--- config.mk ---
export PLATFORM = sky130hd
export DESIGN_NAME = bme_back
export DESIGN_NICKNAME = d
export VERILOG_FILES = /design/src/rtl/bme_pkg.sv /design/src/rtl/bme_back.sv
export SDC_FILE = /design/constraint.sdc
export NUM_CORES = 1
export LEC_CHECK = 0
export ABC_CLOCK_PERIOD_IN_PS = 5700
export BUFFER_PORTS_ARGS = -buffer_cell sky130_fd_sc_hd__buf_4
export CAP_MARGIN = 20
export CORE_MARGIN = 2
export CORE_UTILIZATION = 25
export CTS_CLUSTER_SIZE = 8
export DETAILED_ROUTE_END_ITERATION = 12
export PLACE_DENSITY = 0.43
export SETUP_SLACK_MARGIN = 0.2
export SLEW_MARGIN = 0
export SYNTH_ARGS = -nofsm -noshare
export SYNTH_HDL_FRONTEND = slang
export SYNTH_SLANG_ARGS = --single-unit
export TNS_END_PERCENT = 5
--- constraint.sdc ---
create_clock -name clk -period 5.7 [get_ports clk]
set_clock_uncertainty 0.2 [all_clocks]
set_input_delay 0.285 -clock clk [delete_from_list [all_inputs] [get_ports clk]]
set_output_delay 0.285 -clock clk [all_outputs]
set_load 0.01 [all_outputs]
--- src/rtl/bme_pkg.sv ---
// Shared types and constants for the 3x3 edge-aware box mean block.
// No dependencies.
package bme_pkg;

  localparam int POS_W  = 12;  // row / column position, covers sizes up to 4096
  localparam int SIZE_W = 13;  // image size, 1 .. 4096
  localparam int SUM_W  = 12;  // nine 8-bit pixels
  localparam int CNT_W  = 4;   // neighbour count, 1 .. 9
  localparam int CFG_W  = 9;
  localparam int IDX_W  = 2;

  localparam logic [IDX_W-1:0] CFG_IMAGE_WIDTH  = 2'd0;
  localparam logic [IDX_W-1:0] CFG_IMAGE_HEIGHT = 2'd1;

  // one centre to be computed
  typedef struct packed {
    logic [POS_W-1:0] row;
    logic [POS_W-1:0] col;
    logic [1:0]       slot;  // line slot of the centre row (row mod 3)
    logic             last;
    logic             done;
  } job_t;

  typedef struct packed {
    logic [SIZE_W-1:0] w;
    logic [SIZE_W-1:0] h;
  } size_t;

  typedef struct packed {
    logic queue_busy;
    logic back_busy;
  } hold_t;

  function automatic logic [SIZE_W-1:0] clamp_size(logic [CFG_W-1:0] v, int maxv);
    int t;
    t = int'(v);
    if (t < 1) t = 1;
    if (t > maxv) t = maxv;
    return SIZE_W'(t);
  endfunction

  function automatic logic [1:0] slot_dec(logic [1:0] s);
    return (s == 2'd0) ? 2'd2 : s - 2'd1;
  endfunction

  function automatic logic [1:0] slot_inc(logic [1:0] s);
    return (s == 2'd2) ? 2'd0 : s + 2'd1;
  endfunction

endpackage

--- src/rtl/bme_back.sv ---
// Back end: reads the 3x3 window, divides by the neighbour count, holds the result.
// Depends on bme_pkg.
module bme_back #(
  parameter int MAX_WIDTH = 256,
  parameter int AW        = 10
) (
  input  logic           clk,
  input  logic           rst_n,
  input  logic           q_empty,
  output logic           pop,
  input  bme_pkg::job_t  job,
  input  bme_pkg::size_t size,
  output logic           busy,
  output logic           ram_re,
  output logic [AW-1:0]  ram_raddr,
  input  logic [7:0]     ram_rdata,
  output logic           out_valid,
  input  logic           out_stall,
  output logic [7:0]     out_mean_value,
  output logic [7:0]     out_centre_row,
  output logic [7:0]     out_centre_col,
  output logic           out_last_of_run,
  output logic           out_frame_done
);
  import bme_pkg::*;

  localparam logic [1:0] B_IDLE = 2'd0;
  localparam logic [1:0] B_READ = 2'd1;
  localparam logic [1:0] B_DIV  = 2'd2;
  localparam logic [1:0] B_OUT  = 2'd3;

  logic [1:0]       state_r, state_nxt;
  job_t             job_r, job_nxt;
  logic [1:0]       dr_r, dr_nxt, dc_r, dc_nxt;
  logic             issue_r, issue_nxt, pend_r, pend_nxt;
  logic [SUM_W-1:0] sum_r, sum_nxt;
  logic [CNT_W-1:0] cnt_r, cnt_nxt;
  logic [CNT_W-1:0] rem_r, rem_nxt;
  logic [3:0]       step_r, step_nxt;
  logic             ov_r, ov_nxt;
  logic [7:0]       mean_r, mean_nxt;
  logic             row_ok, col_ok;
  logic [1:0]       nslot;
  logic [POS_W-1:0] ncol;
  logic [CNT_W:0]   trial;

  assign busy      = (state_r != B_IDLE);
  assign pop       = (state_r == B_IDLE) && !q_empty;
  assign out_valid = ov_r;
  assign out_mean_value  = mean_r;
  assign out_centre_row  = job_r.row[7:0];
  assign out_centre_col  = job_r.col[7:0];
  assign out_last_of_run = job_r.last;
  assign out_frame_done  = job_r.done;

  always_comb begin
    case (dr_r)
      2'd0:    row_ok = (job_r.row != '0);
      2'd2:    row_ok = ({1'b0, job_r.row} + 1'b1) < size.h;
      default: row_ok = 1'b1;
    endcase
    case (dc_r)
      2'd0:    col_ok = (job_r.col != '0);
      2'd2:    col_ok = ({1'b0, job_r.col} + 1'b1) < size.w;
      default: col_ok = 1'b1;
    endcase
    case (dr_r)
      2'd0:    nslot = slot_dec(job_r.slot);
      2'd2:    nslot = slot_inc(job_r.slot);
      default: nslot = job_r.slot;
    endcase
    ncol = job_r.col + POS_W'(dc_r) - 1'b1;
    case (nslot)
      2'd0:    ram_raddr = AW'(ncol);
      2'd1:    ram_raddr = AW'(MAX_WIDTH) + AW'(ncol);
      default: ram_raddr = AW'(2 * MAX_WIDTH) + AW'(ncol);
    endcase
  end

  assign ram_re = (state_r == B_READ) && issue_r && row_ok && col_ok;
  // restoring division, one quotient bit per cycle; sum_r shifts into the quotient
  assign trial  = {rem_r, sum_r[SUM_W-1]};

  always_comb begin
    state_nxt = state_r;
    job_nxt   = job_r;
    dr_nxt    = dr_r;
    dc_nxt    = dc_r;
    issue_nxt = issue_r;
    pend_nxt  = 1'b0;
    sum_nxt   = sum_r;
    cnt_nxt   = cnt_r;
    rem_nxt   = rem_r;
    step_nxt  = step_r;
    ov_nxt    = ov_r;
    mean_nxt  = mean_r;
    unique case (state_r)
      B_IDLE: begin
        if (pop) begin
          job_nxt   = job;
          dr_nxt    = 2'd0;
          dc_nxt    = 2'd0;
          issue_nxt = 1'b1;
          sum_nxt   = '0;
          cnt_nxt   = '0;
          state_nxt = B_READ;
        end
      end
      B_READ: begin
        if (pend_r) begin
          sum_nxt = sum_r + SUM_W'(ram_rdata);
          cnt_nxt = cnt_r + 1'b1;
        end
        if (issue_r) begin
          pend_nxt = ram_re;
          if (dc_r == 2'd2) begin
            dc_nxt = 2'd0;
            dr_nxt = dr_r + 1'b1;
            if (dr_r == 2'd2) issue_nxt = 1'b0;
          end else begin
            dc_nxt = dc_r + 1'b1;
          end
        end else begin
          rem_nxt   = '0;
          step_nxt  = 4'(SUM_W - 1);
          state_nxt = B_DIV;
        end
      end
      B_DIV: begin
        if (trial >= {1'b0, cnt_r}) begin
          rem_nxt = CNT_W'(trial - {1'b0, cnt_r});
          sum_nxt = {sum_r[SUM_W-2:0], 1'b1};
        end else begin
          rem_nxt = trial[CNT_W-1:0];
          sum_nxt = {sum_r[SUM_W-2:0], 1'b0};
        end
        step_nxt = step_r - 1'b1;
        if (step_r == 4'd0) begin
          mean_nxt  = sum_nxt[7:0];
          ov_nxt    = 1'b1;
          state_nxt = B_OUT;
        end
      end
      default: begin
        if (!out_stall) begin
          ov_nxt    = 1'b0;
          state_nxt = B_IDLE;
        end
      end
    endcase
  end

  always_ff @(posedge clk) begin
    if (!rst_n) begin
      state_r <= B_IDLE;
      ov_r    <= 1'b0;
      pend_r  <= 1'b0;
      issue_r <= 1'b0;
    end else begin
      state_r <= state_nxt;
      ov_r    <= ov_nxt;
      pend_r  <= pend_nxt;
      issue_r <= issue_nxt;
    end
    job_r  <= job_nxt;
    dr_r   <= dr_nxt;
    dc_r   <= dc_nxt;
    sum_r  <= sum_nxt;
    cnt_r  <= cnt_nxt;
    rem_r  <= rem_nxt;
    step_r <= step_nxt;
    mean_r <= mean_nxt;
  end

endmodule

==> metrics <==
Finished Core Util=between 30% and 40%; Max Clock Freq=~0.25 GHz; first-pass GRT wire length=~20000 um; Worst VDD drop=roughly 250 uV; routed wire length=~12000 um; total power=around 2900 uW; #FFs+latches synth=69; Largest stage delay, worst path=between 0.4 and 0.5 ns; pre-CTS WS=roughly 2.0 ns; Via Count=between 3000 and 4000; chip height=146 um; CP top delay family=compound AO/OA/AOI/OAI gates; Sw Pwr=approximately 1100 uW; vias per cell=~4.3; Core Footprint=20000 um2; wire per inst=13.4 um; GRT Total Usage=between 10% and 20%; fraction of registers with async set/reset=0%; WP depth=13; most common cell after layout, fill and taps aside=buf_4; H-Tree Depth=3; IO Port Bufs=105; leakage power=0.00297 uW; CP cell instances=ha_1 > nand4_1 > nor2_1 > nand4_1 > xnor2_1 > ha_1 > a21o_1 > a211o_1 > a2111oi_2 > o21ai_0 > o21bai_1 > o31a_1 > buf_4; syn avg cell area=10.2 um2; Slew headroom=a little under two fifths; crit path DAT=3.52 ns; Seq/Total Area, Yosys=39.9%; Mapped Cells=498; total grt overflow=0; sequential share of power=31.3%; CP endpoint kind=output port; DRC=0; Setup Viol. Count Final=0; buffer count from post-CTS setup fixing=0; Worst Path Buf+Inv=1; CTS clk-pin slew, worst paths=0.06 ns; P&R area growth vs syn=31.0%; Worst Hold Class=input port to flop; Inserted Clock Buffers=9; switch share=39.6%; power density over the cells=between 400 and 500 nW/um2; most frequent cells in the layout=106 x buf_4, 74 x ha_1, 69 x inv_1; Die Width=146 um; crit path max fanout=6; layout cells sized above 1=20.8%; origin of the critical flop-to-flop path=out_centre_col[3]; worst-margin pin slew=just over 0.9 ns; Post-CTS Resized=0; Syn. warnings=0; Final WS setup=roughly 1.7 ns; # IOs=between 100 and 150; die area=roughly 21000 um2; TritonCTS clock tree=yes; Worst Setup SP=out_centre_col[3]; Initial Util=approximately 25%; Worst setup SP type=flop; Reg2Reg Setup Slack=2.39 ns; Final HPWL DP=9430 um; critical path class=flop to output port; hold slack final=between 0.015 and 0.02 ns; Max Cap Viol=0; RSZ-0062 raised after global routing=false; net count reported at finish=between 700 and 800; status=finished, final reports clean; initial antenna violation count=0; Slew Viols, Final=0; endpoints failing hold=0; R2R cell count=12; vias in the first global route=~4000; Diodes inserted=0; critical path required time=approximately 5.2 ns; Net Count, Synth=about 640; clock power share=between 10% and 20%; total clock sinks=slightly below 70; Worst Hold Launch=rst_n; Rows=52; Post-synth EDFFs=64; main flop type after synthesis=edfxtp_1; GP Congestion=~0.74; CTS Buffer Depth=2; first drt pass iteration count=5; Tcrit/Tclk final=between 70% and 80%; Iter 0 DRT Violations=~120; hold path cells=2; worst hold path endpoint=state_r[1]; Root Driver=clkbuf_16; Worst-Skew Late Latency=between 0.3 and 0.4 ns; Crit-path slowest cell=edfxtp_1; combinational share of power=between 40% and 50%; Int Power=~1700 uW; largest net degree at the start of global routing=31; count of unique library cells instantiated by Yosys=a little under 60; worst r2r dst=pend_r; ANT nets after route=0; Setup TNS=0 ns; clock period minus final worst setup slack=approximately 4.0 ns; Syn Std Cell Area=5060 um2
[metrics by stage]
step                      area [um2]  instances
after floorplan                 5060        498
after global placement          6060        851
after detailed placement        6060        851
after CTS                       6640        895
after global routing            6640        895
final                           6640        895
[layout make-up]
type	instances	area, um2
well taps	270	338
multi-input cells	337	2640
inverters	69	259
clock buffers	9	225
fillers	2131	13400
repair buffers	134	1080
clock inverters	7	72.6
flip-flops and latches	69	2020
[sequential cells by signal (all words and copies together) (netlist names), 4 cells and up]
register        cells
sum_r              12
job_r              10
out_centre_col      8
out_centre_row      8
out_mean_value      8
cnt_r               4
rem_r               4
step_r              4
[kinds of logic (layout without fill, tap and decap cells)]
kind of cell | Yosys count | in the layout | synth area share [%]
AND/OR/NAND/NOR | 127 | 127 | 12.5
AO/OA/AOI/OAI | 92 | 92 | 12.8
buffers and inverters | 92 | 219 | 8.03
adder cells (fa/ha/maj) | 77 | 77 | 19.5
flip-flops | 69 | 69 | 39.9
XOR/XNOR | 40 | 40 | 7.07
multiplexers | 1 | 1 | 0.198
[worst register-to-register path: cells and delay by family, from the launching register on]
kind	cells	cell delay (ns)
fa+ha+maj	2	0.49
simple gates	3	0.53
xor+xnor	1	0.14
compound gates	6	1.41
flops	1	0.48
[worst max-delay path by stage]
stage                     endpoint  slack [ns]
after global routing        ram_re        1.39
final                       ram_re        1.69
after CTS                   ram_re        1.62
after floorplan             ram_re        2.52
after detailed placement    ram_re        2.01
after global placement      ram_re        2.09
[synthesized netlist by cell type, types with 3 or more instances]
cell type,count,area (um2)
nor3_1,6,30.0
and3_1,8,50.1
a21boi_0,4,30.0
xor2_1,11,96.3
a22oi_1,6,45.0
o21ai_0,23,115
clkbuf_1,6,22.5
ha_1,74,926
fa_1,3,60.1
xnor2_1,28,245
a21o_1,6,45.0
edfxtp_1,64,1920
inv_1,69,259
nand3_1,16,80.1
a21oi_1,14,70.1
a211oi_1,6,45.0
nand4_1,4,25.0
nand2_1,38,143
buf_4,16,120
nor2b_1,9,56.3
nor2_1,24,90.1
dfxtp_1,5,100
and2_1,6,37.5
or3_1,3,18.8
o21bai_1,5,37.5
[power by group through the flow]
stage	Sequential (uW)	Combinational [uW]	Clock (uW)
after floorplan	879	986	0
after global placement	912	1410	0
after detailed placement	919	1420	0
after CTS	909	1450	596
after global routing	935	1610	617
final	907	1420	573
[what timing repair did]
| item | in CTS | in global routing |
|---|---|---|
| endpoints found under the setup margin | 0 | 0 |
| endpoints found under the hold margin | 28 | 0 |
| hold buffers | 28 | 0 |
[metal layers]
metal  global-route usage [%]  part of all wire (%)  vias up
met5                        0                     0        -
met4                     3.88                   1.6        0
met3                     3.28                   4.4       13
met2                     20.2                    49       78
met1                     14.3                    45     1814
li1                         -                     -     1972
No activity file was read; power rests on OpenSTA's default activity.
