**src/rtl/bme_pkg.sv**
```systemverilog
// Shared types and constants for the 3x3 edge-aware box mean block.
// No dependencies.
package bme_pkg;

  localparam int POS_W  = 12;  // row / column position, covers sizes up to 4096
  localparam int SIZE_W = 13;  // image size, 1 .. 4096
  localparam int SUM_W  = 12;  // nine 8-bit pixels
  localparam int CNT_W  = 4;   // neighbour count, 1 .. 9
  localparam int CFG_W  = 9;
  localparam int IDX_W  = 2;

  localparam logic [IDX_W-1:0] CFG_IMAGE_WIDTH  = 2'd0;
  localparam logic [IDX_W-1:0] CFG_IMAGE_HEIGHT = 2'd1;

  // one centre to be computed
  typedef struct packed {
    logic [POS_W-1:0] row;
    logic [POS_W-1:0] col;
    logic [1:0]       slot;  // line slot of the centre row (row mod 3)
    logic             last;
    logic             done;
  } job_t;

  typedef struct packed {
    logic [SIZE_W-1:0] w;
    logic [SIZE_W-1:0] h;
  } size_t;

  typedef struct packed {
    logic queue_busy;
    logic back_busy;
  } hold_t;

  function automatic logic [SIZE_W-1:0] clamp_size(logic [CFG_W-1:0] v, int maxv);
    int t;
    t = int'(v);
    if (t < 1) t = 1;
    if (t > maxv) t = maxv;
    return SIZE_W'(t);
  endfunction

  function automatic logic [1:0] slot_dec(logic [1:0] s);
    return (s == 2'd0) ? 2'd2 : s - 2'd1;
  endfunction

  function automatic logic [1:0] slot_inc(logic [1:0] s);
    return (s == 2'd2) ? 2'd0 : s + 2'd1;
  endfunction

endpackage

```
**src/rtl/bme_front.sv**
```systemverilog
// Front end: takes pixels, writes the line store, lists the centres each pixel completes.
// Depends on bme_pkg.
module bme_front #(
  parameter int MAX_WIDTH  = 256,
  parameter int MAX_HEIGHT = 256,
  parameter int AW         = 10
) (
  input  logic                        clk,
  input  logic                        rst_n,
  input  logic                        in_valid,
  output logic                        in_stall,
  input  logic [7:0]                  in_pixel_value,
  input  logic                        cfg_wr_en,
  input  logic [bme_pkg::IDX_W-1:0]   cfg_index,
  input  logic [bme_pkg::CFG_W-1:0]   cfg_wdata,
  input  bme_pkg::hold_t              hold,
  output bme_pkg::size_t              size,
  output logic                        push,
  output bme_pkg::job_t               push_job,
  output logic                        ram_we,
  output logic [AW-1:0]               ram_waddr,
  output logic [7:0]                  ram_wdata
);
  import bme_pkg::*;

  localparam logic F_IDLE = 1'b0;
  localparam logic F_GEN  = 1'b1;

  logic              state_r, state_nxt;
  logic [SIZE_W-1:0] w_r, w_nxt, h_r, h_nxt;
  logic [POS_W-1:0]  row_r, row_nxt, col_r, col_nxt;
  logic [1:0]        slot_r, slot_nxt;
  logic [POS_W-1:0]  crow_r, crow_nxt, ccol_r, ccol_nxt;
  logic [1:0]        cslot_r, cslot_nxt;
  logic [3:0]        mask_r, mask_nxt;
  logic [1:0]        combo_r, combo_nxt;
  logic              accept;
  logic              row_end, col_end;
  logic [3:0]        later;

  assign in_stall = (state_r != F_IDLE) || hold.queue_busy || hold.back_busy;
  assign accept   = in_valid && !in_stall;
  assign size.w   = w_r;
  assign size.h   = h_r;

  assign col_end = ({1'b0, col_r} + 1'b1) >= w_r;
  assign row_end = ({1'b0, row_r} + 1'b1) >= h_r;

  assign ram_we    = accept;
  assign ram_wdata = in_pixel_value;
  always_comb begin
    unique case (slot_r)
      2'd0:    ram_waddr = AW'(col_r);
      2'd1:    ram_waddr = AW'(MAX_WIDTH) + AW'(col_r);
      default: ram_waddr = AW'(2 * MAX_WIDTH) + AW'(col_r);
    endcase
  end

  // combos in output order: (r-1,c-1) (r-1,c) (r,c-1) (r,c)
  always_comb begin
    case (combo_r)
      2'd0:    later = {mask_r[3:1], 1'b0};
      2'd1:    later = {mask_r[3:2], 2'b0};
      2'd2:    later = {mask_r[3], 3'b0};
      default: later = 4'b0;
    endcase
  end

  always_comb begin
    push              = (state_r == F_GEN) && mask_r[combo_r];
    push_job.row      = combo_r[1] ? crow_r : crow_r - 1'b1;
    push_job.col      = combo_r[0] ? ccol_r : ccol_r - 1'b1;
    push_job.slot     = combo_r[1] ? cslot_r : slot_dec(cslot_r);
    push_job.last     = (later == 4'b0);
    push_job.done     = combo_r[1] && combo_r[0] && mask_r[3];
  end

  always_comb begin
    state_nxt = state_r;
    w_nxt     = w_r;
    h_nxt     = h_r;
    row_nxt   = row_r;
    col_nxt   = col_r;
    slot_nxt  = slot_r;
    crow_nxt  = crow_r;
    ccol_nxt  = ccol_r;
    cslot_nxt = cslot_r;
    mask_nxt  = mask_r;
    combo_nxt = combo_r;
    if (state_r == F_GEN) begin
      combo_nxt = combo_r + 1'b1;
      if (combo_r == 2'd3) state_nxt = F_IDLE;
    end
    if (accept) begin
      crow_nxt  = row_r;
      ccol_nxt  = col_r;
      cslot_nxt = slot_r;
      mask_nxt  = {row_end && col_end, row_end && (col_r != '0),
                   (row_r != '0) && col_end, (row_r != '0) && (col_r != '0)};
      combo_nxt = 2'd0;
      if (mask_nxt != 4'b0) state_nxt = F_GEN;
      if (col_end) begin
        col_nxt = '0;
        if (row_end) begin
          row_nxt  = '0;
          slot_nxt = 2'd0;
        end else begin
          row_nxt  = row_r + 1'b1;
          slot_nxt = slot_inc(slot_r);
        end
      end else begin
        col_nxt = col_r + 1'b1;
      end
    end
    if (cfg_wr_en && (cfg_index == CFG_IMAGE_WIDTH || cfg_index == CFG_IMAGE_HEIGHT)) begin
      if (cfg_index == CFG_IMAGE_WIDTH) w_nxt = clamp_size(cfg_wdata, MAX_WIDTH);
      else h_nxt = clamp_size(cfg_wdata, MAX_HEIGHT);
      row_nxt  = '0;
      col_nxt  = '0;
      slot_nxt = 2'd0;
    end
  end

  always_ff @(posedge clk) begin
    if (!rst_n) begin
      state_r <= F_IDLE;
      w_r     <= clamp_size(CFG_W'(256), MAX_WIDTH);
      h_r     <= clamp_size(CFG_W'(256), MAX_HEIGHT);
      row_r   <= '0;
      col_r   <= '0;
      slot_r  <= 2'd0;
      combo_r <= 2'd0;
      mask_r  <= 4'b0;
    end else begin
      state_r <= state_nxt;
      w_r     <= w_nxt;
      h_r     <= h_nxt;
      row_r   <= row_nxt;
      col_r   <= col_nxt;
      slot_r  <= slot_nxt;
      combo_r <= combo_nxt;
      mask_r  <= mask_nxt;
    end
    crow_r  <= crow_nxt;
    ccol_r  <= ccol_nxt;
    cslot_r <= cslot_nxt;
  end

endmodule

```
**config.mk**
```make
export PLATFORM = sky130hd
export DESIGN_NAME = bme_front
export DESIGN_NICKNAME = d
export VERILOG_FILES = /design/src/rtl/bme_pkg.sv /design/src/rtl/bme_front.sv
export SDC_FILE = /design/constraint.sdc
export NUM_CORES = 1
export LEC_CHECK = 0
export BUFFER_PORTS_ARGS = -buffer_cell sky130_fd_sc_hd__buf_2
export CAP_MARGIN = 25
export CELL_PAD_IN_SITES_DETAIL_PLACEMENT = 1
export CELL_PAD_IN_SITES_GLOBAL_PLACEMENT = 2
export CORE_MARGIN = 4
export CORE_UTILIZATION = 33
export DETAILED_ROUTE_END_ITERATION = 10
export GPL_ROUTABILITY_DRIVEN = 0
export PLACE_DENSITY_LB_ADDON = 0.1
export SETUP_SLACK_MARGIN = 0.2
export SYNTH_ARGS = -nofsm -noshare
export SYNTH_HDL_FRONTEND = slang
export SYNTH_SLANG_ARGS = --single-unit
```
**constraint.sdc**
```tcl
create_clock -name clk -period 3.7 [get_ports clk]
set_input_delay 0.74 -clock clk [delete_from_list [all_inputs] [get_ports clk]]
set_output_delay 0.74 -clock clk [all_outputs]
set_load 0.01 [all_outputs]
```
==> results.toml <==
[sta]
finalClockSkew_ns = 0.005069
finalSetupTns_ns = 0
layout_min_cycle_time_ns = 3.085
finalSetupViolCount = 0
rsz0062_at_grt = "no"
slew_violations = 0
max_freq_mhz = 324.2
hold_violations = 0
finalWorstSetupSlack_ns = 0.6150
fin_crit_sh_pct = 83.38
slew_headroom_pct = 51.51
worst-slew-pin-transition_ns = 0.7255

[detailed_routing]
num_vias = 3720
drt_wl_total_mm = 12.00
drt_iter0_drc = 157
via_per_inst = 4.947
firstDrtPassIters = 4
ant_nets = 0
wl_per_cell_um = 15.95
drc = 0

[placement]
post-place-ws_ns = 0.3284
portBuffers = 75
hpwlAfterDp_mm = 9.220
dp.cells = 733

[synth]
synth_compound_area_share_pct = 11.00
ys_seq_area_share_pct = 39.50
synth_ff_type = "dfxtp_1"
synth_seq_cells = 77
synthAdderAreaFrac_pct = 8.502
synth_top_family_by_area = "simple AND/OR/NAND/NOR gates"
synth_cells = 516
synth_area_um2 = 4562
synth_mux_area_share_pct = 1.426
yosys.cell_types.count = 59
synth-async-reset-ratio_pct = 0
avgSynthCellArea_um2 = 8.841
post_synth_xor_area_fraction_pct = 6.912
synth_enable_flop_cells = 26
yosysWarnings = 0
synthSimpleGateAreaFrac_pct = 22.65

[global_routing]
grt_pass1_wl_mm = 20.20
antenna_found_initial = 0
grt_usage_pct = 15.60
grt_max_degree = 34
grt_pass1_vias = 3831
globalRouteOverflowTotal = 0

[min_path]
holdPathEnd = "w_r[2]"
holdPathStages = 2
hold_start = "w_r[2]"
hp-class = "reg -> reg"

[clocking]
clock_latency_ns = 0.34
root_buffer = "clkbuf_16"
cts_made_buffers = 9
max-clock-path-buffers = 2
hold_buffers = 0
h-tree-depth = 3
cts.clk_slew.worst_paths_ns = 0.06
cts_tree = "done"
clock_sinks = 77

[setup_path]
crit_type = "reg -> reg"
worst_setup_path_end_kind = "flop"
reg2reg_to = "slot_r[1]"
worst-endpoint-required_ns = 3.89
rr_worst_depth = 11
rrSetupSlack_ns = 0.62
cp_max_fo = 8
cp_slowest_cell = "dfxtp_1"
critPathLaunchType = "flop"
critPathLaunch = "col_r[0]"
arrival_ns = 3.27
cp_slowest_stage_delay_ns = 0.48
r2r_start = "col_r[0]"
cp_cell_sequence = "ha_1 > nand3_1 > nor2_1 > xor2_1 > ha_1 > nand3_1 > nand2_1 > a211o_2 > or3_4 > nand4_1 > a21oi_1"

[cells_and_area]
finalNetCount = 627
seqCellArea_um2 = 1803
syn_to_final_growth_pct = 15.80
drive_gt1_share_pct = 20.66
n_antenna_cell = 0
multiInputGateArea_um2 = 2351
fillers = 1626
stdcell_count = 752

[floorplanning]
die_w_um = 125.6
core_um2 = 13400
initial_core_util_pct = 34.04
rows = 42
top_level_ports = 100
die_h_um = 125.6
die_area_um2 = 15770

[power_and_ir_drop]
powerDensity_nw_per_um2 = 373.6
peakVddDrop_mv = 0.1866
power_leakage_nw = 2.221

[flow_run]
max_cap_viol_count = 0

[run_status]
status = "finished clean"
==> what timing repair did <==
action	4_1_cts	5_1_grt
buffers inserted	0	3
endpoints found under the setup margin	0	21
resized for setup	0	4
==> area by class of cell <==
| cell class | count | share of cell area (%) |
|---|---|---|
| Clock buffer | 9 | 4.263 |
| Clock inverter | 7 | 1.847 |
| Timing Repair Buffer | 85 | 8.527 |
| Inverter | 36 | 2.558 |
| Tap cell | 176 | 4.169 |
| Sequential cell | 77 | 34.13 |
| Multi-Input combinational cell | 362 | 44.50 |
==> cell families after synthesis <==
group | Yosys count
AO/OA/AOI/OAI | 75
XOR/XNOR | 36
AND/OR/NAND/NOR | 207
adder cells (fa/ha/maj) | 31
multiplexers | 5
other | 1
buffers and inverters | 84
flip-flops | 77
==> synth_stat cells, drive strengths merged, types with 2 or more instances <==
| master | instances | area, µm² |
|---|---|---|
| nor4 | 11 | 68.82 |
| nand4 | 9 | 56.30 |
| mux2 | 2 | 22.52 |
| dfxtp | 51 | 1021 |
| xnor2 | 19 | 166.4 |
| nand2b | 4 | 25.02 |
| o41ai | 2 | 17.52 |
| edfxtp | 26 | 780.8 |
| a41oi | 2 | 17.52 |
| inv | 35 | 131.4 |
| nand2 | 72 | 270.3 |
| a31oi | 2 | 12.51 |
| nand3 | 37 | 185.2 |
| buf | 34 | 254.0 |
| and3 | 7 | 47.54 |
| mux2i | 2 | 20.02 |
| nor3 | 16 | 85.08 |
| and2b | 2 | 17.52 |
| xor2 | 17 | 148.9 |
| nor2b | 12 | 75.07 |
| o211ai | 4 | 35.03 |
| a21boi | 9 | 67.57 |
| o31ai | 5 | 51.30 |
| ha | 31 | 387.9 |
| and4 | 4 | 38.79 |
| a21oi | 27 | 135.1 |
| or3 | 2 | 12.51 |
| nor2 | 21 | 78.83 |
| and2 | 4 | 25.02 |
| nor3b | 3 | 22.52 |
| a22oi | 2 | 15.01 |
| a32oi | 2 | 17.52 |
| clkbuf | 14 | 63.80 |
| o21ai | 12 | 60.06 |
==> sequential cells by signal, summed over array words and instances, names as in the netlist <==
register  flops
state_r       1
ccol_r       12
col_r        12
row_r        12
mask_r        4
crow_r       12
slot_r        2
w_r           9
cslot_r       2
combo_r       2
h_r           9
==> routing by layer <==
metal	GRT usage, %	vias up	share of wire, %
met5	0	-	0
met3	3.028	9	5.3
met4	5.293	0	1.1
met1	22.09	1749	49
li1	-	1868	-
met2	23.82	94	44
==> worst max path at each step <==
stage	to	slack (ns)
2_1_floorplan	ram_we	0.71
3_3_place_gp	mask_r[3]	0.39
3_5_place_dp	mask_r[3]	0.33
4_1_cts	col_r[1]	0.29
5_1_grt	slot_r[1]	0.24
6_report	slot_r[1]	0.62
==> placed cells by master (no fill, tap or decap), types with 3 or more instances in the layout <==
master,netlist,layout
a21boi_0,8,8
o21ai_0,12,12
a21oi_1,27,27
nor3b_1,3,3
ha_1,31,31
o211ai_1,3,3
xor2_1,17,17
and3_2,3,3
buf_2,5,75
nor4_1,11,11
buf_4,26,10
nor2b_1,12,12
inv_1,35,35
o31ai_1,4,4
nand3_1,37,37
edfxtp_1,26,26
and2_1,4,4
nand2_1,72,72
dfxtp_1,51,50
nand2b_1,4,4
and3_1,4,4
nor3_1,15,15
clkbuf_16,0,9
conb_1,1,8
xnor2_1,19,19
nand4_1,9,9
nor2_1,21,21
==> per-stage QoR <==
| step | util, % | instance area [µm²] | power (mW) | hold WS (ns) |
|---|---|---|---|---|
| 2_1_floorplan | - | 4588 | 0.9978 | 0.4029 |
| 3_3_place_gp | 36.70 | 4918 | 1.028 | 0.4646 |
| 3_5_place_dp | 36.70 | 4918 | 1.030 | 0.4702 |
| 4_1_cts | 39.11 | 5241 | 1.991 | 0.4794 |
| 5_1_grt | 39.42 | 5283 | 2.046 | 0.5013 |
| 6_report | 39.42 | 5283 | 1.974 | 0.4761 |
==> power by group <==
group,switching [mW],internal [mW],leakage [nW]
Sequential,0.00785,0.880,0.680
Combinational,0.0815,0.0418,1.39
Clock,0.368,0.594,0.154
Total,0.457,1.52,2.22
==> critical path: cells and delay by family, from the launching register on <==
| family | cells | cell delay [ns] |
|---|---|---|
| simple gates | 6 | 1.13 |
| fa+ha+maj | 2 | 0.61 |
| compound gates | 2 | 0.49 |
| flops | 1 | 0.48 |
| xor+xnor | 1 | 0.23 |
No activity file was read; power rests on OpenSTA's default activity.
