===== src/rtl/bme_pkg.sv =====
// Shared types and constants for the 3x3 edge-aware box mean block.
// No dependencies.
package bme_pkg;

  localparam int POS_W  = 12;  // row / column position, covers sizes up to 4096
  localparam int SIZE_W = 13;  // image size, 1 .. 4096
  localparam int SUM_W  = 12;  // nine 8-bit pixels
  localparam int CNT_W  = 4;   // neighbour count, 1 .. 9
  localparam int CFG_W  = 9;
  localparam int IDX_W  = 2;

  localparam logic [IDX_W-1:0] CFG_IMAGE_WIDTH  = 2'd0;
  localparam logic [IDX_W-1:0] CFG_IMAGE_HEIGHT = 2'd1;

  // one centre to be computed
  typedef struct packed {
    logic [POS_W-1:0] row;
    logic [POS_W-1:0] col;
    logic [1:0]       slot;  // line slot of the centre row (row mod 3)
    logic             last;
    logic             done;
  } job_t;

  typedef struct packed {
    logic [SIZE_W-1:0] w;
    logic [SIZE_W-1:0] h;
  } size_t;

  typedef struct packed {
    logic queue_busy;
    logic back_busy;
  } hold_t;

  function automatic logic [SIZE_W-1:0] clamp_size(logic [CFG_W-1:0] v, int maxv);
    int t;
    t = int'(v);
    if (t < 1) t = 1;
    if (t > maxv) t = maxv;
    return SIZE_W'(t);
  endfunction

  function automatic logic [1:0] slot_dec(logic [1:0] s);
    return (s == 2'd0) ? 2'd2 : s - 2'd1;
  endfunction

  function automatic logic [1:0] slot_inc(logic [1:0] s);
    return (s == 2'd2) ? 2'd0 : s + 2'd1;
  endfunction

endpackage


===== src/rtl/bme_fifo.sv =====
// Four-entry queue of centre requests between front and back end.
// Depends on bme_pkg.
module bme_fifo (
  input  logic          clk,
  input  logic          rst_n,
  input  logic          push,
  input  bme_pkg::job_t push_job,
  input  logic          pop,
  output logic          empty,
  output bme_pkg::job_t head
);
  import bme_pkg::*;

  job_t       ent_r [4];
  logic [1:0] wp_r, rp_r;
  logic [2:0] cnt_r;

  assign empty = (cnt_r == 3'd0);
  assign head  = ent_r[rp_r];

  always_ff @(posedge clk) begin
    if (!rst_n) begin
      wp_r  <= 2'd0;
      rp_r  <= 2'd0;
      cnt_r <= 3'd0;
    end else begin
      if (push) wp_r <= wp_r + 1'b1;
      if (pop) rp_r <= rp_r + 1'b1;
      cnt_r <= cnt_r + 3'(push) - 3'(pop);
    end
    if (push) ent_r[wp_r] <= push_job;
  end

endmodule


===== config.mk =====
export PLATFORM = sky130hd
export DESIGN_NAME = bme_fifo
export DESIGN_NICKNAME = d
export VERILOG_FILES = /design/src/rtl/bme_pkg.sv /design/src/rtl/bme_fifo.sv
export SDC_FILE = /design/constraint.sdc
export NUM_CORES = 1
export LEC_CHECK = 0
export BUFFER_PORTS_ARGS = -buffer_cell sky130_fd_sc_hd__buf_4
export CELL_PAD_IN_SITES_DETAIL_PLACEMENT = 0
export CELL_PAD_IN_SITES_GLOBAL_PLACEMENT = 1
export CORE_MARGIN = 3
export CORE_UTILIZATION = 45
export DETAILED_ROUTE_END_ITERATION = 12
export GPL_TIMING_DRIVEN = 0
export PLACE_DENSITY_LB_ADDON = 0.1
export SETUP_SLACK_MARGIN = 0.3
export SYNTH_ARGS = -nofsm -noshare
export SYNTH_HDL_FRONTEND = slang
export SYNTH_SLANG_ARGS = --single-unit

===== constraint.sdc =====
create_clock -name clk -period 1.9 [get_ports clk]
set_input_delay 0.38 -clock clk [delete_from_list [all_inputs] [get_ports clk]]
set_output_delay 0.38 -clock clk [all_outputs]
set_load 0.05 [all_outputs]

==> out/results.ini, run 1 <==
[sta]
max_freq_mhz = 452
period_share_pct = 116
rsz0062_at_grt = yes
finalWorstSetupSlack_ns = -0.313
slew_headroom_pct = 67.9
fin_skew_ns = 0.0115
hold_viol_final = 0
setup_viol = 28
period_needed_ns = 2.21
drv_slew = 0
tightest_slew_ns = 0.482

[cells_and_area]
fin_area_sq_um = 5910
nFillCells = 692
mostFrequentLayoutCells = edfxtp_1 (112), buf_4 (35), mux4_2 (28), buf_6 (28), clkbuf_16 (17)
nets = 311
antennaDiodeCount = 0
layout_commonest_cell = edfxtp_1
syn_to_final_growth_pct = 30.5
drive_above_1_share_pct = 47.0

[drt]
first_pass_iters = 4
drtIter0Drc = 88
postRouteAntennaNets = 0
via_per_inst = 4.95
post_drt_wl_per_cell_um = 18.8
drt-total-wl_um = 7770
via_count = 2050
drcViolationCount = 0

[clocking]
ctsRootBufferMaster = clkbuf_8
cts_tree = done
cts.path.max_buffers = 2
htreeDepth = 4
clock_sinks = 121
path_clk_slew_ns = 0.05
cts_buffers = 17
clk-insertion-delay-late_ns = 0.50
ctsHoldBuffers = 0

[global_route]
overflow = 0
grt_max_degree = 29
grt_pass1_vias = 2232
grtUsageTotal_pct = 15.1
grt_pass1_wl_um = 12200
antenna_found_initial = 0

[worst_setup_path]
endpoint_kind = output pin
cp_slowest_stage_delay_ns = 0.50
required_ns = 1.52
arrival_ns = 1.83
slowest_stage = mux4_2
critPathKind = reg -> out
crit_chain = buf_12 -> clkbuf_16 -> mux4_2 -> buf_6
start_kind = flip-flop
cp_max_fo = 8

[floorplan]
die_w_um = 106
die_h_um = 106
io_pins = 61
rows = 35
initial_core_util_pct = 47.6
dieArea_sq_um = 11300
fp.coreArea_sq_um = 9500

[logic_synthesis]
yosysSeqAreaShare_pct = 78.3
syn_avg_cell_area_sq_um = 24.1
ys_ff_latch = 121
syn_inst = 188
synth_nets = 227
ys_types = 19
netlist_area_sq_um = 4530
yosys_warnings = 0

[pwr]
p_total_mw = 7.25
p_per_area_nw_per_um2 = 1230
p_leak_nw = 2.09
ir_worst_vdd_v = 0.000552

[placement]
hpwl_um = 4390
port-buffer-count = 60
placed_area_sq_um = 5150
gp_congestion = 0.658

[worst_hold_path]
hold_class = in -> reg

[outcome]
failed_checks = setup timing
status = complete, but fails checks

[run]
cap_violations = 0

[registers in the layout, indices dropped and copies added, names as in the netlist, named ones only]
signal	count
cnt_r	3
ent_r	112
rp_r	2
wp_r	2
[worst paths after layout]
path,start,endpoint,depth (start not counted),slack (ns)
worst max-delay path,flip-flop,head[23],4,-0.31
worst min-delay path,push_job[0],ent_r[3][0]$_DFFE_PP_,1,0.08
worst max register to register,cnt_r[0]$_SDFF_PN0_,cnt_r[1]$_SDFF_PN0_,6,0.37
worst min register to register,rp_r[0]$_SDFFE_PN0P_,flip-flop,2,0.54
[through the flow]
stage                     utilization, %  setup slack (ns)  setup TNS, ns  hold WS (ns)  std cells
after CTS                           61.9            -0.349          -8.73        0.0538        412
final                               62.2            -0.313          -8.01        0.0800        414
after global placement              54.2            0.0752              0         0.511        377
after detailed placement            54.2            0.0806              0         0.523        377
after global routing                62.2            -0.366          -9.59        0.0531        414
after floorplan                        -             0.264              0         0.479        188
[logic make-up (layout without fill, tap and decap cells)]
family	Yosys count	after routing	share of synthesized area [%]
AOI/OAI and AO/OA	2	2	0.332
xor gates and xnor gates	3	3	0.912
buffers and inverters	13	110	2.05
and+or+nand+nor	13	13	1.52
DFF	121	121	78.3
muxes	29	29	14.8
adders and majority gates	7	7	2.10
[where the power goes]
group | internal, mW | total, mW | switching [mW] | leakage, nW
combinational | 0.498 | 1.14 | 0.642 | 0.707
sequential | 3.07 | 3.12 | 0.0484 | 1.10
clock | 1.96 | 2.99 | 1.04 | 0.277
[Yosys cell counts]
cell | instances | area, sq um
mux4_2 | 20 | 450
xor3_1 | 1 | 23.8
buf_6 | 1 | 11.3
nand3b_1 | 1 | 7.51
mux2i_1 | 1 | 10.0
nor3_1 | 1 | 5.00
mux4_1 | 8 | 210
nor2_1 | 5 | 18.8
edfxtp_1 | 112 | 3360
buf_12 | 2 | 40.0
fa_1 | 1 | 20.0
buf_2 | 3 | 15.0
and2_1 | 6 | 37.5
dfxtp_1 | 9 | 180
a21bo_2 | 1 | 10.0
inv_1 | 7 | 26.3
xnor2_1 | 2 | 17.5
a21oi_1 | 1 | 5.00
ha_1 | 6 | 75.1
[layer usage]
layer / up-vias / part of all wire (%) / track usage [%]
met4: 0 / 1.1 / 6.66
met3: 8 / 5.3 / 5.53
li1: 943 / - / -
met1: 1044 / 43 / 19.1
met5: - / 0 / 0
met2: 55 / 50 / 23.4
[layout make-up]
type / count / area, sq um / area share, %
buffer: 6 / 86.3 / 1.46
clock buffer: 19 / 422 / 7.14
timing repair buffer: 65 / 654 / 11.1
sequential: 121 / 3550 / 60.0
multi-input combinational: 54 / 878 / 14.9
tap: 129 / 161 / 2.73
inverter: 7 / 26.3 / 0.445
clock inverter: 13 / 134 / 2.27
[worst max-delay path, delay by kind of cell, from the launching register on]
kind                   cells  cell delay, ns
DFF                        1            0.34
muxes                      1            0.50
buffers and inverters      3            0.48
[what timing repair did]
| item | 4_1_cts | 5_1_grt |
|---|---|---|
| cloned | 1 | 1 |
| setup buffers | 2 | 1 |
| endpoints found under the setup margin | 141 | 30 |
| resized for setup | 48 | 4 |
| endpoints found under the hold margin | 0 | 0 |
Power figures use the tool's default switching activity.
==> run 2, diff against run 1 <==
--- a/config.mk
+++ b/config.mk
@@ -13,7 +13,6 @@
 export DETAILED_ROUTE_END_ITERATION = 12
 export GPL_TIMING_DRIVEN = 0
 export PLACE_DENSITY_LB_ADDON = 0.1
-export SETUP_SLACK_MARGIN = 0.3
 export SYNTH_ARGS = -nofsm -noshare
 export SYNTH_HDL_FRONTEND = slang
 export SYNTH_SLANG_ARGS = --single-unit
==> out/results.ini, run 2 (synthesized netlist as in run 1, its figures left out) <==
[pwr]
ir_worst_vdd_v = 0.000702
p_per_area_nw_per_um2 = 1230
p_total_mw = 7.29
p_leak_nw = 2.09

[global_route]
top_usage_layer = met2
grt_pass1_wl_um = 12100
grtUsageTotal_pct = 14.8
use_met2_pct = 22.5
grt_pass1_vias = 2182
grt.met1_usage_pct = 19.9
grt_use_met3_pct = 5.46
overflow = 0
grt_max_degree = 29
antenna_found_initial = 0

[sta]
tightest_slew_ns = 0.793
max_freq_mhz = 451
period_share_pct = 117
period_needed_ns = 2.22
fin_skew_ns = 0.00557
hold_viol_final = 0
setup_viol = 28
finalWorstSetupSlack_ns = -0.316
drv_slew = 0
rsz0062_at_grt = yes
slew_headroom_pct = 47.1
timing.hold.ws_ns = 0.0794

[cells_and_area]
drive_above_1_share_pct = 47.6
final_cells = 415
largest_register_ffs = 112
layout_commonest_cell = edfxtp_1
top_regs = ent_r x112, cnt_r x3
nets = 312
antennaDiodeCount = 0
top_register = ent_r
syn_to_final_growth_pct = 30.7
nFillCells = 685
mostFrequentLayoutCells = edfxtp_1 (112), buf_4 (36), buf_6 (28), mux4_2 (27), clkbuf_16 (17)

[floorplan]
fp.coreArea_sq_um = 9500
dieArea_sq_um = 11300
initial_core_util_pct = 47.6
rows = 35
io_pins = 61
die_w_um = 106
die_h_um = 106

[drt]
post_drt_wl_per_cell_um = 18.5
via_count = 2075
via_per_inst = 5.00
drcViolationCount = 0
drt-total-wl_um = 7660
drtIter0Drc = 82
first_pass_iters = 4
postRouteAntennaNets = 0

[worst_setup_path]
crit_chain = buf_12 -> buf_12 -> mux4_2 -> buf_6
arrival_ns = 1.84
endpoint_kind = output pin
path_depth = 4
critical_path.top_delay_family = multiplexers
worst-path-buf-inv = 3
slowest_stage = mux4_2
rr_worst_depth = 3
required_ns = 1.52
critPathKind = reg -> out
cp_max_fo = 9
path_common_cell = buf_12
cp_slowest_stage_delay_ns = 0.53
start_kind = flip-flop

[clocking]
ctsHoldBuffers = 0
clock_sinks = 121
htreeDepth = 4
cts_tree = done
clk-insertion-delay-late_ns = 0.50
cts_buffers = 17
path_clk_slew_ns = 0.06
cts.path.max_buffers = 2
ctsRootBufferMaster = clkbuf_8

[placement]
dp_cells = 377
port-buffer-count = 60
hpwl_um = 4390
gp_congestion = 0.656

[outcome]
status = complete, but fails checks
failed_checks = setup timing

[worst_hold_path]
hold_class = in -> reg
whs_path_depth = 1

[run]
cap_violations = 0

## run 2: final timing paths
| path | from | end | slack (ns) |
|---|---|---|---|
| max | flip-flop | head[11] | -0.32 |
| min | push_job[0] | ent_r[2][0]$_DFFE_PP_ | 0.08 |
| max reg2reg | wp_r[0]$_SDFFE_PN0P_ | ent_r[0][24]$_DFFE_PP_ | 0.29 |
| min reg2reg | wp_r[1]$_SDFFE_PN0P_ | wp_r[1]$_SDFFE_PN0P_ | 0.56 |
## run 2: per-stage QoR
stage                     setup TNS, ns  util (%)  setup slack (ns)  instance area (sq um)
final                             -8.01      62.3            -0.316                   5920
after global routing              -9.76      62.3            -0.383                   5920
after CTS                         -9.12      62.0            -0.386                   5890
after detailed placement              0      54.1            0.0886                   5140
after global placement           -32.35      54.1            -0.316                   5140
after floorplan                       0         -             0.136                   4530
## run 2: what timing repair did
action,CTS,global route
gates cloned,1,1
setup endpoints to repair,28,28
buffers inserted,4,0
gates resized for setup,43,1
## run 2: area by class of cell
class / instances / area, sq um / share of cell area, %
multi-input cells: 54 / 870 / 14.7
flip-flops and latches: 121 / 3540 / 59.9
clock buffers: 18 / 418 / 7.06
well taps: 129 / 161 / 2.73
repair buffers: 66 / 654 / 11.1
inverters: 7 / 26.3 / 0.444
plain buffers: 6 / 86.3 / 1.46
clock inverters: 14 / 156 / 2.64
## run 2: power breakdown
part	leakage [nW]	internal [mW]	switching, mW	total [mW]
combinational	0.708	0.487	0.640	1.13
clock	0.280	1.98	1.08	3.06
sequential	1.10	3.07	0.0422	3.11
total	2.09	5.53	1.76	7.29
## run 2: metal layers
layer  vias up  part of all wire (%)
met5         -                     0
met4         0                  0.72
met3         8                   3.9
met2        51                    50
met1      1071                    46
li1        945                     -
## run 2: worst register-to-register path, cell delays in order, from the launching register on
cell and delay [ns]:
dfxtp_1 0.34, inv_1 0.09, ha_1 0.14, and2_2 0.66
==> run 3, diff against run 2 <==
--- a/config.mk
+++ b/config.mk
@@ -10,6 +10,7 @@
 export CELL_PAD_IN_SITES_GLOBAL_PLACEMENT = 1
 export CORE_MARGIN = 3
 export CORE_UTILIZATION = 45
+export CTS_CLUSTER_DIAMETER = 200
 export DETAILED_ROUTE_END_ITERATION = 12
 export GPL_TIMING_DRIVEN = 0
 export PLACE_DENSITY_LB_ADDON = 0.1
==> constraint.sdc (replaced) <==
create_clock -name clk -period 2.9 [get_ports clk]
set_input_delay 0.58 -clock clk [delete_from_list [all_inputs] [get_ports clk]]
set_output_delay 0.58 -clock clk [all_outputs]
set_load 0.05 [all_outputs]
==> out/results.ini, run 3 (synthesized netlist as in run 1, its figures left out) <==
[outcome]
status = finished, final reports clean

[worst_setup_path]
path_common_cell = buf_2
arrival_ns = 1.93
crit_chain = buf_2 -> buf_2 -> mux4_2 -> buf_4
required_ns = 2.32
endpoint_kind = output pin
cp_max_fo = 10
critical_path.top_delay_family = buffers and inverters
worst-path-buf-inv = 3
cp_slowest_stage_delay_ns = 0.37
critPathKind = reg -> out
slowest_stage = mux4_2
start_kind = flip-flop

[cells_and_area]
multi_input_area_sq_um = 896
syn_to_final_growth_pct = 26.3
top_regs = ent_r x112, cnt_r x3
fin_util_pct = 60.2
drive_above_1_share_pct = 43.6
antennaDiodeCount = 0
nets = 306
top_register = ent_r
mostFrequentLayoutCells = edfxtp_1 (112), buf_4 (60), mux4_2 (20), clkbuf_16 (16), dfxtp_1 (9)
fin_area_sq_um = 5720
largest_register_ffs = 112
layout_commonest_cell = edfxtp_1
seq_area_sq_um = 3540
nFillCells = 709

[pwr]
p_leak_nw = 2.03
seqPwrFrac_pct = 43.3
p_sw_share_pct = 24.3
clkPwrFrac_pct = 42.8
p_per_area_nw_per_um2 = 821
pwr-share-comb_pct = 13.9
net-switching-power_mw = 1.14
ir_worst_vdd_v = 0.000460
p_int_mw = 3.55

[clocking]
post_cts_buffers = 0
path_clk_slew_ns = 0.06
cts_tree = done
cts-resized-gates = 0
cts.path.max_buffers = 2
ctsRootBufferMaster = clkbuf_8
ctsHoldBuffers = 0
clk-insertion-delay-late_ns = 0.50
clock_sinks = 121
cts_buffers = 17
htreeDepth = 4

[sta]
fin_setup_tns_ns = 0
period_share_pct = 86.5
hold_viol_final = 0
period_needed_ns = 2.51
rsz0062_at_grt = no
drv_slew = 0
setup_viol = 0
fin_skew_ns = 0.00585
max_freq_mhz = 398
tightest_slew_ns = 0.795
slew_headroom_pct = 47.0

[drt]
via_count = 2040
first_pass_iters = 4
drtIter0Drc = 96
postRouteAntennaNets = 0
post_drt_wl_per_cell_um = 18.2
drt-total-wl_um = 7460
via_per_inst = 4.99
drcViolationCount = 0

[placement]
gp_congestion = 0.656
port-buffer-count = 60
placed_area_sq_um = 5140
hpwl_um = 4390

[floorplan]
die_w_um = 106
fp.coreArea_sq_um = 9500
dieArea_sq_um = 11300
die_h_um = 106
io_pins = 61
rows = 35
initial_core_util_pct = 47.6

[global_route]
grtUsageTotal_pct = 14.4
overflow = 0
grt_pass1_vias = 2127
grt_max_degree = 29
grt_pass1_wl_um = 11800
antenna_found_initial = 0

[run]
cap_violations = 0

[worst_hold_path]
hold_class = in -> reg

==> run 3: changes by cell type in the layout (fill, tap and decap cells not counted), sizes merged <==
cell | before | now
buf | 70 | 66
clkbuf | 20 | 18
==> run 3: layer usage <==
metal	track usage (%)	part of all wire [%]
met1	18.9	44
met2	22.1	50
met3	5.53	4.8
met4	5.00	1.4
met5	0	0
==> run 3: cell type report <==
type                    instances  share of cell area, %
clock buffers                  18                   7.31
flip-flops and latches        121                   62.0
plain buffers                   6                   1.16
clock inverters                14                   2.74
multi-input cells              54                   15.7
repair buffers                 60                   7.88
well taps                     129                   2.82
inverters                       7                  0.460
==> run 3: worst paths after layout <==
| kind | startpoint | endpoint | slack [ns] | cells past startpoint |
|---|---|---|---|---|
| worst min register to register | wp_r[1]$_SDFFE_PN0P_ | wp_r[1]$_SDFFE_PN0P_ | 0.56 | 2 |
| worst max-delay path | flip-flop | head[11] | 0.39 | 4 |
| worst max register to register | wp_r[0]$_SDFFE_PN0P_ | ent_r[0][24]$_DFFE_PP_ | 1.29 | 3 |
| worst min-delay path | push_job[0] | ent_r[2][0]$_DFFE_PP_ | 0.28 | 1 |
==> run 3: per-stage QoR <==
| step | cells | setup slack, ns | hold WS [ns] | power, mW |
|---|---|---|---|---|
| finish | 409 | 0.390 | 0.275 | 4.69 |
| global route | 409 | 0.275 | 0.253 | 4.86 |
| CTS | 409 | 0.341 | 0.245 | 4.75 |
| detailed placement | 377 | 0.889 | 0.551 | 2.74 |
| global placement | 377 | 0.526 | 0.527 | 2.72 |
| floorplan | 188 | 0.936 | 0.499 | 2.52 |
==> run 3: power groups by stage <==
stage	Sequential (mW)	Clock [mW]	Combinational, mW
6_report	2.03	2.01	0.652
5_1_grt	2.04	2.12	0.698
2_1_floorplan	2.06	0	0.460
3_3_place_gp	2.07	0	0.654
4_1_cts	2.03	2.05	0.666
3_5_place_dp	2.07	0	0.665
